--- src/rtl/assert_macros.svh ---
// assertion macros shared by the fill blitter modules
// expects a clock named clk and an active-low reset named arst_n in scope
`ifndef ASSERT_MACROS_SVH
`define ASSERT_MACROS_SVH

// property must hold at every clock edge outside reset
`define CRFB_ASSERT(lbl, prop, msg) \
	lbl: assert property (@(posedge clk) disable iff (!arst_n) prop) \
		else $error(msg);

// condition must never be seen outside reset
`define CRFB_NEVER(lbl, cond, msg) \
	`CRFB_ASSERT(lbl, !(cond), msg)

`endif

--- src/rtl/crfb_pkg.sv ---
// shared types and constants of the 2bpp rectangle fill blitter
// no dependencies; imported by front, back and top level
package crfb_pkg;

	// default canvas store geometry
	localparam int MAX_CANVAS_WIDTH_DEF = 256;
	localparam int MAX_CANVAS_ROWS_DEF  = 256;

	// configuration port
	localparam int CFG_W     = 9;
	localparam int CFG_IDX_W = 2;
	localparam int LINE_W    = 7;
	localparam logic [CFG_IDX_W-1:0] REG_CANVAS_WIDTH   = 2'd0;
	localparam logic [CFG_IDX_W-1:0] REG_CANVAS_ROWS    = 2'd1;
	localparam logic [CFG_IDX_W-1:0] REG_BOX_LINE_WIDTH = 2'd2;
	localparam logic [CFG_W-1:0]  CANVAS_WIDTH_RST   = 9'd256;
	localparam logic [CFG_W-1:0]  CANVAS_ROWS_RST    = 9'd256;
	localparam logic [LINE_W-1:0] BOX_LINE_WIDTH_RST = 7'd2;

	// canvas width is aligned down to 16 pixels, both sizes held at 16 or more
	localparam logic [CFG_W-1:0] WIDTH_ALIGN_MASK = 9'h1F0;
	localparam int MIN_CANVAS = 16;

	// signed coordinate width wide enough for position plus extent
	localparam int COORD_W = 14;

	// stream widths
	localparam int IN_TDATA_W  = 56;
	localparam int OUT_TDATA_W = 16;

	localparam int JOB_QUEUE_DEPTH = 4;

	// command beat, mode in the lowest bits
	typedef struct packed {
		logic [1:0]         colour_value;
		logic [11:0]        rect_height;
		logic [11:0]        rect_width;
		logic signed [12:0] top_y;
		logic signed [12:0] left_x;
		logic [1:0]         mode;
	} cmd_t;
	localparam int CMD_W = $bits(cmd_t);

	// result beat, read_byte in the lowest bits
	typedef struct packed {
		logic       painted;
		logic [7:0] read_byte;
	} result_t;

	// work unit handed from front to back
	typedef enum logic [1:0] {JOB_SKIP, JOB_FILL, JOB_READ} job_kind_t;

	typedef struct packed {
		job_kind_t  kind;
		logic       last;
		logic [7:0] pattern;
	} job_ctl_t;
	localparam int JOB_CTL_W = $bits(job_ctl_t);

endpackage

--- src/rtl/crfb_queue.sv ---
// short fifo between command front end and fill engine
// generic; no package dependency beyond the default depth
module crfb_queue #(
	parameter int WIDTH = 8,
	parameter int DEPTH = crfb_pkg::JOB_QUEUE_DEPTH
) (
	input  logic             clk,
	input  logic             arst_n,
	input  logic             push_valid,
	output logic             push_ready,
	input  logic [WIDTH-1:0] push_data,
	output logic             pop_valid,
	input  logic             pop_ready,
	output logic [WIDTH-1:0] pop_data
);
	localparam int PW = $clog2(DEPTH);

	logic [WIDTH-1:0] slot_q [DEPTH];
	logic [PW-1:0]    wr_ptr_q, rd_ptr_q;
	logic [PW:0]      count_q;
	logic             do_push, do_pop;

	assign push_ready = (count_q != (PW+1)'(DEPTH));
	assign pop_valid  = (count_q != '0);
	assign pop_data   = slot_q[rd_ptr_q];
	assign do_push    = push_valid && push_ready;
	assign do_pop     = pop_valid && pop_ready;

	// storage
	always_ff @(posedge clk) begin
		if (do_push) begin
			slot_q[wr_ptr_q] <= push_data;
		end
	end

	// pointers and fill level
	always_ff @(posedge clk or negedge arst_n) begin
		if (!arst_n) begin
			wr_ptr_q <= '0;
			rd_ptr_q <= '0;
			count_q  <= '0;
		end else begin
			if (do_push) begin
				wr_ptr_q <= (wr_ptr_q == PW'(DEPTH - 1)) ? '0 : PW'(wr_ptr_q + 1'b1);
			end
			if (do_pop) begin
				rd_ptr_q <= (rd_ptr_q == PW'(DEPTH - 1)) ? '0 : PW'(rd_ptr_q + 1'b1);
			end
			if (do_push && !do_pop) begin
				count_q <= (PW+1)'(count_q + 1'b1);
			end else if (do_pop && !do_push) begin
				count_q <= (PW+1)'(count_q - 1'b1);
			end
		end
	end

endmodule

--- config.mk ---
export PLATFORM = sky130hd
export DESIGN_NAME = crfb_queue
export DESIGN_NICKNAME = d
export VERILOG_FILES = /design/src/rtl/assert_macros.svh /design/src/rtl/crfb_pkg.sv /design/src/rtl/crfb_queue.sv
export SDC_FILE = /design/constraint.sdc
export NUM_CORES = 1
export LEC_CHECK = 0
export BUFFER_PORTS_ARGS = -buffer_cell sky130_fd_sc_hd__buf_4
export CAP_MARGIN = 5
export CORE_AREA = 2 2 57 59
export DETAILED_ROUTE_END_ITERATION = 10
export DIE_AREA = 0 0 59 61
export PLACE_DENSITY = 0.75
export REMOVE_ABC_BUFFERS = 1
export SYNTH_ARGS = -nofsm -noshare
export SYNTH_HDL_FRONTEND = slang
export SYNTH_SLANG_ARGS = --single-unit
export TNS_END_PERCENT = 10
--- constraint.sdc ---
create_clock -name clk -period 2.5 [get_ports clk]
set_input_delay 0.625 -clock clk [delete_from_list [all_inputs] [get_ports clk]]
set_output_delay 0.625 -clock clk [all_outputs]
set_load 0.03 [all_outputs]
==> impl_summary.txt <==
----------------------------------------------------
[Synth]
  Cell types with the largest area share after synthesis ... sky130_fd_sc_hd__edfxtp_1 (60%), sky130_fd_sc_hd__mux4_2 (11%), sky130_fd_sc_hd__dfrtp_1 (11%)
  Predominant post-synthesis flop cell ... sky130_fd_sc_hd__edfxtp_1
  Count of unique library cells instantiated by Yosys ... 18
  Area share of the largest cell type after synthesis ... 0.603
  Netlist area before placement ... 0.00159 mm²
  Avg Cell Area, Syn ... 20.4 µm²
  Top post-synthesis cells by count ... sky130_fd_sc_hd__edfxtp_1 (32), sky130_fd_sc_hd__mux4_2 (8), sky130_fd_sc_hd__dfrtp_1 (7), sky130_fd_sc_hd__ha_1 (6), sky130_fd_sc_hd__and3_2 (4)
  Part of the Yosys area used for sequential elements ... 0.713
  Number of instances in the synthesized netlist ... 78
  Synth warn ... 0
  Number of flops mapped to enable cells by yosys ... 32
  Async set-reset flop share out of synthesis ... 0.179
  Synthesis-stage register bit count ... 39
  Leading area contributor after synthesis ... sky130_fd_sc_hd__edfxtp_1
  Most frequent cell after synthesis ... sky130_fd_sc_hd__edfxtp_1

[Worst setup path]
  Critical path arrival ... 1.66 ns
  Crit. Startpoint ... rd_ptr_q[0]
  Class of the most critical setup path ... register to output pin
  Data required time of the worst path ... 1.88 ns
  Crit start category ... register
  Top fanout value on the critical path ... 11
  Reg-to-Reg Start ... count_q[0]
  Critical Path End Type ... output pin

[Pwr]
  Int Pwr ... 0.00163 W
  Switching Fraction ... 0.329
  Proportion of power drawn by the clock network ... 0.213
  Cell Pwr Density ... 1290 mW/mm²
  Sequential group share of total power ... 0.424
  Leakage Power ... 0.723 nW
  Peak supply drop ... 0.000703 V
  Sw power ... 0.000798 W
  Logic pwr share ... 0.363

[Cells and area]
  Antenna fix cells ... 0
  Fraction of layout instances using a drive strength above 1 ... 0.467
  Post-route cell area ... 0.00189 mm²
  Number of nets in the finished design ... 123
  Signed area change from the synthesized netlist to the final layout ... 18.4%

[Timing]
  Number of failing setup endpoints in the final timing report ... 0
  Relative max-transition margin ... 0.717
  Slew of the pin with the lowest slew margin ... 0.425 ns
  Setup tns final ... 0 ns
  Setup WS post-layout ... 0.212 ns
  Unrepaired setup endpoints after global routing ... no
  Worst-case clock skew ... 0.00712 ns
  Min cycle time layout ... 2.29 ns
  Count of endpoints failing hold in the final timing report ... 0
  Share of the clock period used by the worst path ... 0.915
  FMAX ... 0.437 GHz
  Max Slew Vio Count ... 0

[Clocking]
  Clk sinks ... 39
  CTS HTree Levels ... 2
  CTS tree ... yes
  CTS Buffer Depth ... 2
  Clock insertion delay at the later pin of the skew report ... 0.35 ns
  Reg clk slew, reported paths ... 0.11 ns
  CTS buffer count ... 5
  # hold bufs at CTS ... 0
  Clock root buffer ... sky130_fd_sc_hd__clkbuf_4

[Job]
  Number of max-cap violations ... 0

[Floorplan]
  Placeable core area ... 0.00295 mm²
  Rows ... 20
  Die X ... 59 µm
  Die span in y ... 61 µm
  Starting density of the core ... 0.540
  Count of pins on the block boundary ... 22
  Die footprint ... 0.00360 mm²

[Route]
  Average wire per cell in the routed design ... 17.9 µm
  DR iter-0 viols ... 14
  Routed wire length on met2 ... 1260 µm
  Total DRC errors in the routed layout ... 0
  Routed met1 length ... 1040 µm
  Uppermost layer routed ... met4
  Post-Route WL ... 2480 µm
  Routed wire length on met3 ... 115 µm
  Pre-antenna DRT Iters ... 2
  Vias per cell ... 5.55
  Number of nets with antenna violations after routing ... 0
  Vias ... 766

[Place]
  Port Buffers ... 21
  Minimum setup slack after placement ... 0.315 ns
  Post-DP Area ... 0.00178 mm²
  HPWL reported at the end of detailed placement ... 1620 µm
  Final weighted congestion of routability-driven global placement ... 0.653

[Global routing]
  Initial antenna violation count ... 0
  Total congestion overflow ... 0
  Number of global-route vias before repair ... 800
  Total GRT Usage ... 0.167
  Pin count of the biggest net entering global routing ... 13
  First-pass GRT wire length ... 3950 µm

[Min path]
  Worst hold path class ... input pin to asynchronous set/reset pin

[Run status]
  Result of the run ... completed

----------------------------------------------------
registers in the layout (all words and copies together), names as in the netlist:
signal    flops
count_q       3
wr_ptr_q      2
slot_q       32
rd_ptr_q      2
stage by stage:
step | hold WS, ns | instances | total power (W) | util
2_1_floorplan | 0.329 | 76 | 0.00164 | -
3_3_place_gp | 0.441 | 130 | 0.00190 | 0.604
3_5_place_dp | 0.444 | 130 | 0.00194 | 0.604
4_1_cts | 0.0498 | 138 | 0.00245 | 0.639
5_1_grt | 0.0430 | 138 | 0.00256 | 0.639
6_report | 0.0627 | 138 | 0.00243 | 0.639
final timing paths:
kind / endpoint / slack, ns / cells past startpoint
setup / recovery: pop_data[0] / 0.21 / 2
hold / removal: count_q[1] / 0.06 / 1
setup reg to reg: count_q[2] / 0.31 / 8
hold reg to reg: count_q[2] / 0.51 / 1
max in group asynchronous: rd_ptr_q[0] / 2.31 / 1
min in group clk: slot_q[2][3] / 0.46 / 1
power groups by stage:
stage	logic [W]	registers, W	clock network (W)
after floorplan	0.000647	0.000998	0
after global placement	0.000864	0.00104	0
after detailed placement	0.000891	0.00105	0
after CTS	0.000894	0.00104	0.000523
after global routing	0.000949	0.00106	0.000549
final	0.000882	0.00103	0.000517
cells in the final DEF, fill, tap and decap left out, drive strengths merged, types with 3 or more instances in the layout:
| master | Yosys | final |
|---|---|---|
| mux4 | 8 | 8 |
| inv | 3 | 3 |
| edfxtp | 32 | 32 |
| buf | 2 | 21 |
| clkbuf | 0 | 6 |
| nor2 | 3 | 3 |
| ha | 6 | 6 |
| dfrtp | 7 | 7 |
| and3 | 4 | 4 |
| mux2 | 5 | 5 |
layer usage:
layer	up-vias	GRT usage
met3	5	0.0640
met5	-	0
li1	354	-
met1	391	0.190
met4	0	0.0877
met2	16	0.275
cells by family (layout without fill, tap and decap cells):
kind of cell               Yosys count  after routing  share of synthesized area
adders and majority gates            7              7                     0.0597
and+or+nand+nor                     11             11                     0.0455
muxes                               13             13                      0.153
DFF                                 39             39                      0.713
xor gates and xnor gates             3              3                     0.0165
buffers and inverters                5             32                     0.0126
final cells by class:
| class | instances | area, µm² |
|---|---|---|
| sequential | 39 | 1140 |
| fill | 221 | 1070 |
| multi-input combinational | 34 | 438 |
| timing repair buffer | 21 | 158 |
| clock inverter | 2 | 60.1 |
| clock buffer | 6 | 41.3 |
| tap | 33 | 41.3 |
| inverter | 3 | 11.3 |
critical path: stages, from the launching register on:
cell and delay (ns):
sky130_fd_sc_hd__dfrtp_2 0.58, sky130_fd_sc_hd__mux4_2 0.55, sky130_fd_sc_hd__buf_4 0.18
repair_timing:
| action | CTS | global route |
|---|---|---|
| hold endpoints to repair | 0 | 0 |
| resized for setup | 1 | 0 |
| setup endpoints to repair | 8 | 0 |
| setup buffers | 0 | 0 |
(Power assumes the default switching activity.)
