$ cat config.mk
export PLATFORM = sky130hd
export DESIGN_NAME = crfb_front
export DESIGN_NICKNAME = d
export VERILOG_FILES = /design/src/rtl/crfb_pkg.sv /design/src/rtl/crfb_front.sv
export VERILOG_INCLUDE_DIRS = /design/src /design/src/rtl
export SDC_FILE = /design/constraint.sdc
export NUM_CORES = 1
export LEC_CHECK = 0
export BUFFER_PORTS_ARGS = -buffer_cell sky130_fd_sc_hd__buf_2
export CORE_MARGIN = 10
export CORE_UTILIZATION = 40
export CTS_BUF_LIST = sky130_fd_sc_hd__clkbuf_4 sky130_fd_sc_hd__clkbuf_8
export CTS_CLUSTER_DIAMETER = 40
export DETAILED_ROUTE_END_ITERATION = 10
export HOLD_SLACK_MARGIN = 0.05
export SKIP_LAST_GASP = 1
export SYNTH_ARGS = -nofsm -noshare
export SYNTH_HDL_FRONTEND = slang
export SYNTH_SLANG_ARGS = --single-unit
$ cat constraint.sdc
create_clock -name clk -period 8.5 [get_ports clk]
set_clock_uncertainty 0.2 [all_clocks]
set_input_delay 0.85 -clock clk [delete_from_list [all_inputs] [get_ports clk]]
set_output_delay 0.85 -clock clk [all_outputs]
set_load 0.01 [all_outputs]
$ cat src/rtl/assert_macros.svh
// assertion macros shared by the fill blitter modules
// expects a clock named clk and an active-low reset named arst_n in scope
`ifndef ASSERT_MACROS_SVH
`define ASSERT_MACROS_SVH

// property must hold at every clock edge outside reset
`define CRFB_ASSERT(lbl, prop, msg) \
	lbl: assert property (@(posedge clk) disable iff (!arst_n) prop) \
		else $error(msg);

// condition must never be seen outside reset
`define CRFB_NEVER(lbl, cond, msg) \
	`CRFB_ASSERT(lbl, !(cond), msg)

`endif

$ cat src/rtl/crfb_pkg.sv
// shared types and constants of the 2bpp rectangle fill blitter
// no dependencies; imported by front, back and top level
package crfb_pkg;

	// default canvas store geometry
	localparam int MAX_CANVAS_WIDTH_DEF = 256;
	localparam int MAX_CANVAS_ROWS_DEF  = 256;

	// configuration port
	localparam int CFG_W     = 9;
	localparam int CFG_IDX_W = 2;
	localparam int LINE_W    = 7;
	localparam logic [CFG_IDX_W-1:0] REG_CANVAS_WIDTH   = 2'd0;
	localparam logic [CFG_IDX_W-1:0] REG_CANVAS_ROWS    = 2'd1;
	localparam logic [CFG_IDX_W-1:0] REG_BOX_LINE_WIDTH = 2'd2;
	localparam logic [CFG_W-1:0]  CANVAS_WIDTH_RST   = 9'd256;
	localparam logic [CFG_W-1:0]  CANVAS_ROWS_RST    = 9'd256;
	localparam logic [LINE_W-1:0] BOX_LINE_WIDTH_RST = 7'd2;

	// canvas width is aligned down to 16 pixels, both sizes held at 16 or more
	localparam logic [CFG_W-1:0] WIDTH_ALIGN_MASK = 9'h1F0;
	localparam int MIN_CANVAS = 16;

	// signed coordinate width wide enough for position plus extent
	localparam int COORD_W = 14;

	// stream widths
	localparam int IN_TDATA_W  = 56;
	localparam int OUT_TDATA_W = 16;

	localparam int JOB_QUEUE_DEPTH = 4;

	// command beat, mode in the lowest bits
	typedef struct packed {
		logic [1:0]         colour_value;
		logic [11:0]        rect_height;
		logic [11:0]        rect_width;
		logic signed [12:0] top_y;
		logic signed [12:0] left_x;
		logic [1:0]         mode;
	} cmd_t;
	localparam int CMD_W = $bits(cmd_t);

	// result beat, read_byte in the lowest bits
	typedef struct packed {
		logic       painted;
		logic [7:0] read_byte;
	} result_t;

	// work unit handed from front to back
	typedef enum logic [1:0] {JOB_SKIP, JOB_FILL, JOB_READ} job_kind_t;

	typedef struct packed {
		job_kind_t  kind;
		logic       last;
		logic [7:0] pattern;
	} job_ctl_t;
	localparam int JOB_CTL_W = $bits(job_ctl_t);

endpackage

$ cat src/rtl/crfb_front.sv
// command front end: decodes a command and emits clipped fill, read or skip jobs
// depends on crfb_pkg and assert_macros.svh
`include "assert_macros.svh"

module crfb_front #(
	parameter int MAX_CANVAS_WIDTH = crfb_pkg::MAX_CANVAS_WIDTH_DEF,
	parameter int MAX_CANVAS_ROWS  = crfb_pkg::MAX_CANVAS_ROWS_DEF
) (
	input  logic                                          clk,
	input  logic                                          arst_n,
	input  logic                                          cmd_valid,
	output logic                                          cmd_ready,
	input  crfb_pkg::cmd_t                                cmd,
	input  logic [$clog2(MAX_CANVAS_WIDTH + 1)-1:0]       cw,
	input  logic [$clog2(MAX_CANVAS_ROWS + 1)-1:0]        cr,
	input  logic [crfb_pkg::LINE_W-1:0]                   lw,
	input  logic                                          init_busy,
	output logic                                          job_valid,
	input  logic                                          job_ready,
	output crfb_pkg::job_ctl_t                            job_ctl,
	output logic [$clog2(MAX_CANVAS_ROWS + 1)-1:0]        job_row0,
	output logic [$clog2(MAX_CANVAS_ROWS + 1)-1:0]        job_row1,
	output logic [$clog2(MAX_CANVAS_WIDTH / 4 + 1)-1:0]   job_byte0,
	output logic [$clog2(MAX_CANVAS_WIDTH / 4 + 1)-1:0]   job_byte1
);
	import crfb_pkg::*;

	localparam int RW = $clog2(MAX_CANVAS_ROWS + 1);
	localparam int BW = $clog2(MAX_CANVAS_WIDTH / 4 + 1);

	typedef enum logic [1:0] {MODE_CLEAR, MODE_FILL, MODE_HOLLOW, MODE_READ} mode_t;
	typedef enum logic {F_IDLE, F_EMIT} fstate_t;

	// hollow box edges in emit order
	localparam logic [1:0] EDGE_TOP    = 2'd0;
	localparam logic [1:0] EDGE_BOTTOM = 2'd1;
	localparam logic [1:0] EDGE_LEFT   = 2'd2;
	localparam logic [1:0] EDGE_RIGHT  = 2'd3;

	fstate_t                    state_q;
	logic [1:0]                 step_q;
	mode_t                      mode_q;
	logic                       hollow4_q;
	logic [1:0]                 last_step_q;
	logic signed [COORD_W-1:0]  x_q, y_q, w_q, h_q, xr_q, yb_q;
	logic [7:0]                 pat_q;

	logic signed [COORD_W-1:0]  in_x, in_y, in_w, in_h, lw_s, cw_s, cr_s;
	logic [LINE_W:0]            two_lw;
	logic                       in_hollow4;
	logic signed [COORD_W-1:0]  fx, fy, fw, fh, fx0, fx1, fy0, fy1;
	logic                       f_empty, rd_in;

	// accept-side decode
	assign in_x   = {cmd.left_x[12], cmd.left_x};
	assign in_y   = {cmd.top_y[12], cmd.top_y};
	assign in_w   = {2'b00, cmd.rect_width};
	assign in_h   = {2'b00, cmd.rect_height};
	assign lw_s   = COORD_W'(lw);
	assign cw_s   = COORD_W'(cw);
	assign cr_s   = COORD_W'(cr);
	assign two_lw = {lw, 1'b0};
	assign in_hollow4 = (mode_t'(cmd.mode) == MODE_HOLLOW)
		&& !(cmd.rect_width < 12'(two_lw) || cmd.rect_height < 12'(two_lw));

	assign cmd_ready = (state_q == F_IDLE) && !init_busy;
	assign job_valid = (state_q == F_EMIT);

	// command latch
	always_ff @(posedge clk) begin
		if (cmd_valid && cmd_ready) begin
			mode_q      <= mode_t'(cmd.mode);
			hollow4_q   <= in_hollow4;
			last_step_q <= in_hollow4 ? EDGE_RIGHT : EDGE_TOP;
			x_q         <= in_x;
			y_q         <= in_y;
			w_q         <= in_w;
			h_q         <= in_h;
			xr_q        <= in_x + in_w - lw_s;
			yb_q        <= in_y + in_h - lw_s;
			pat_q       <= {4{cmd.colour_value}};
		end
	end

	// sequencer over the jobs of one command
	always_ff @(posedge clk or negedge arst_n) begin
		if (!arst_n) begin
			state_q <= F_IDLE;
			step_q  <= EDGE_TOP;
		end else begin
			case (state_q)
				F_IDLE: begin
					if (cmd_valid && cmd_ready) begin
						state_q <= F_EMIT;
						step_q  <= EDGE_TOP;
					end
				end
				F_EMIT: begin
					if (job_ready) begin
						if (job_ctl.last) begin
							state_q <= F_IDLE;
						end else begin
							step_q <= 2'(step_q + 1'b1);
						end
					end
				end
				default: state_q <= F_IDLE;
			endcase
		end
	end

	// pick the rectangle of the current edge and clip it to the canvas
	always_comb begin
		fx = x_q;
		fy = y_q;
		fw = w_q;
		fh = h_q;
		if (hollow4_q) begin
			case (step_q)
				EDGE_TOP:    fh = lw_s;
				EDGE_BOTTOM: begin
					fy = yb_q;
					fh = lw_s;
				end
				EDGE_LEFT:   fw = lw_s;
				default: begin
					fx = xr_q;
					fw = lw_s;
				end
			endcase
		end
		fx0 = (fx < 0) ? '0 : fx;
		fy0 = (fy < 0) ? '0 : fy;
		fx1 = fx + fw;
		fy1 = fy + fh;
		if (fx1 > cw_s) fx1 = cw_s;
		if (fy1 > cr_s) fy1 = cr_s;
		f_empty = (fx1 <= fx0) || (fy1 <= fy0);
	end

	assign rd_in = (x_q >= 0) && (y_q >= 0) && (x_q < cw_s) && (y_q < cr_s);

	// job fields
	always_comb begin
		job_ctl.last    = (step_q == last_step_q);
		job_ctl.pattern = pat_q;
		job_ctl.kind    = f_empty ? JOB_SKIP : JOB_FILL;
		job_row0        = RW'(fy0);
		job_row1        = RW'(fy1);
		job_byte0       = BW'(fx0 >>> 2);
		job_byte1       = BW'((fx1 + 3) >>> 2);
		case (mode_q)
			MODE_CLEAR: begin
				job_ctl.kind    = JOB_FILL;
				job_ctl.pattern = '0;
				job_row0        = '0;
				job_row1        = cr;
				job_byte0       = '0;
				job_byte1       = BW'(cw >> 2);
			end
			MODE_READ: begin
				job_ctl.kind = rd_in ? JOB_READ : JOB_SKIP;
				job_row0     = RW'(y_q);
				job_row1     = '0;
				job_byte0    = BW'(x_q >>> 2);
				job_byte1    = '0;
			end
			default: ;
		endcase
	end

	`CRFB_ASSERT(a_read_is_last, (job_valid && job_ctl.kind == JOB_READ) |-> job_ctl.last, "read job not last of its command")
	`CRFB_ASSERT(a_multi_only_hollow, (state_q == F_EMIT && step_q != last_step_q) |-> (mode_q == MODE_HOLLOW), "several jobs for a non-box command")
	`CRFB_NEVER(a_step_range, state_q == F_EMIT && step_q > last_step_q, "edge step ran past the last edge")

endmodule

==> results.md <==
- Unique masters post-synth: 69
- Top delay family on crit path: compound AO/OA/AOI/OAI gates
- Clk root buf: clkbuf_8
- Worst-path fanout max: 18
- Final wirelength: about 25,000 um
- Area grow syn2layout: 13.2%
- Seq/Total Area, Yosys: 28.9%
- Outcome: complete, no violations
- FF+latch count, synth: 86
- TritonCTS Buffers: 9
- Initial DRT Pass Iterations: 5
- All-Layer GR Usage: around 17%
- Finished Cell Area: 0.0101 mm^2
- Leakage: 4.81 nW
- Detail Route Antenna Nets: 0
- Fmax: between 100 and 150 MHz
- H-tree depth: 3
- Hold WS: 0.420 ns
- GR peak layer: met2
- Count of input and output buffers: 128
- Async S/R FF share, synth: 3.49%
- Share of cells above drive strength 1: 19.0%
- Worst-Skew Late Latency: between 0.3 and 0.4 ns
- Crit-path slowest cell: dfrtp_1
- Initial Util: 40.7%
- Nets: 1,323
- Vias in the first global route: 7,293
- Critical R2R Launch: job_valid
- Syn Inst Count: 961
- CTS max path bufs: 2
- Die Height: 169 um
- Peak supply drop: 0.0000992 V
- Fillers: 2,205
- Commonest non-fill, non-tap cell in the layout: inv_1
- CP arrival: 6.94 ns
- Slew @ Worst Pin: 0.930 ns
- Row count: 54
- Setup-failing EPs final: 0
- Post-DP HPWL: 20,300 um
- Die area: 0.0286 mm^2
- DRC violation count after routing: 0
- Synth Area per Inst: between 9 and 10 um^2
- Chip Width: 169 um
- Yosys warns: 0
- Avg Vias per Cell: between 5 and 6
- Critical path class: flip-flop to output pin
- CORE AREA: 0.0218 mm^2
- Buf+Inv Stages, Crit Path: 3
- Hold Crit Class: flip-flop to flip-flop
- Wire length per cell: 18.1 um
- RSZ-0062 raised after global routing: no
- Slew headroom: 37.9%
- Met2 Use GR: 27.5%
- Met1 Resource Use GR: approximately a quarter
- Min Tclk post-route: between 7 and 8 ns
- Syn Nets: 1,199
- Period utilisation layout: 94.0%
- Synth Cell Area: roughly 0.0089 mm^2
- Startpoint of the worst hold path: step_q[1]
- Largest net degree at the start of global routing: 55
- Primary FF master, synth: edfxtp_1
- IO Count: 129
- Sink Count: 86
- Max-slew violation count: 0
- First-pass GRT wire length: 39,600 um
- Pwr/cell area: about 260 mW/mm^2
- Number of flops mapped to enable cells by yosys: 83
- Grt total ovfl: 0
- Post-CTS Setup Bufs: 0
- CTS tree: built
- Via count: 7,241
- Fin Setup TNS: 0 ns
- Worst Setup Start Kind: flip-flop
- Dpl cell area: 0.00983 mm^2
- Initial antenna violation count: 3
- Placer Congestion: around 0.91
- Grt met3 use: about 2.8%
- Maximum capacitance violations: 0
- CP startpoint: step_q[1]
- Most frequent cells in the layout: 146 x inv_1, 138 x ha_1, 128 x buf_2
- CP Data Required Time: 7.45 ns
- Final hold violations: 0
- Crit-path max cell delay: approximately 0.42 ns
- Initial DRC Count: 485
- Crit end category: output pin
- Clock Pin Slew Worst Setup and Hold Paths: 0.09 ns
- PnR Total Power: 2.60 mW
worst paths after layout:
kind | to | slack (ns) | cells past startpoint
worst max-delay path | job_ctl[9] | 0.51 | 31
worst min-delay path | step_q[1] | 0.42 | 2
worst max register to register | h_q[2] | 6.20 | 3
worst min register to register | step_q[1] | 0.42 | 2
max in group asynchronous | job_valid | 7.38 | 2
min in group asynchronous | step_q[0] | 0.61 | 2
state kept, by name (all words and copies together), names as in the netlist, 2 cells and up:
| register | count |
|---|---|
| mode_q | 2 |
| step_q | 2 |
| pat_q | 2 |
| w_q | 12 |
| y_q | 13 |
| x_q | 13 |
| yb_q | 14 |
| xr_q | 14 |
| h_q | 12 |
kinds of logic after synthesis:
logic type,Yosys count,share of synthesized area (%)
simple gates,246,13.8
mux,41,5.12
compound gates,218,17.1
flops,86,28.9
xor+xnor,43,4.32
buf+inv,173,7.73
fa+ha+maj,154,23.0
timing repair:
item | CTS | global route
gates resized for setup | 0 | 1
hold buffers | 1 | 0
endpoints found under the setup margin | 0 | 1
endpoints found under the hold margin | 3 | 0
synthesized netlist by cell type (8+ instances only):
cell type,instances,area share [%]
and2_1,11,0.77
fa_1,16,3.6
mux2_2,32,4.1
nand3_1,8,0.45
mux2i_1,8,0.90
nor2b_1,29,2.0
xnor2_1,33,3.3
nand2_1,86,3.6
a32o_1,17,1.9
o21ai_0,59,3.3
a21oi_1,46,2.6
a21o_1,20,1.7
nor4_1,8,0.56
a22o_1,10,0.99
a31oi_1,8,0.56
nor2_1,36,1.5
o21bai_1,9,0.76
nand4_1,9,0.63
edfxtp_1,83,28
xor2_1,9,0.89
inv_1,146,6.2
nand2b_1,16,1.1
clkbuf_1,15,0.63
ha_1,138,19
nor3_1,16,0.90
layout make-up:
type	instances	area, um^2	area share [%]
diodes	1	2.50	0.0249
clock buffers	10	131	1.30
clock inverters	6	86.3	0.857
inverters	146	548	5.44
multi-input cells	702	5650	56.1
flip-flops and latches	86	2570	25.5
well taps	280	350	3.48
repair buffers	140	733	7.28
worst register-to-register path: cells and delay by family (launching register included):
family,cells,cell delay [ns]
flip-flops,1,0.45
buffers and inverters,1,0.67
AND/OR/NAND/NOR,2,0.59
metal layers:
layer | vias to the layer above | wire (um)
met2 | 181 | 11200
met4 | 4 | 340
met5 | - | 23
met1 | 3392 | 11900
li1 | 3645 | -
met3 | 19 | 1330
stage by stage:
| step | worst slack [ns] | util (%) | std cells |
|---|---|---|---|
| after floorplan | 1.47 | - | 961 |
| after global placement | 1.01 | 45.1 | 1353 |
| after detailed placement | 0.861 | 45.1 | 1353 |
| after CTS | 0.436 | 46.1 | 1370 |
| after global routing | 0.0362 | 46.1 | 1370 |
| final | 0.509 | 46.1 | 1371 |
where the power goes:
group	switching, mW	internal (mW)	leakage, nW
registers	0.0256	0.528	0.793
logic	0.979	0.728	3.91
clock network	0.166	0.169	0.111
Note: power is estimated with default switching activity, not from simulation.
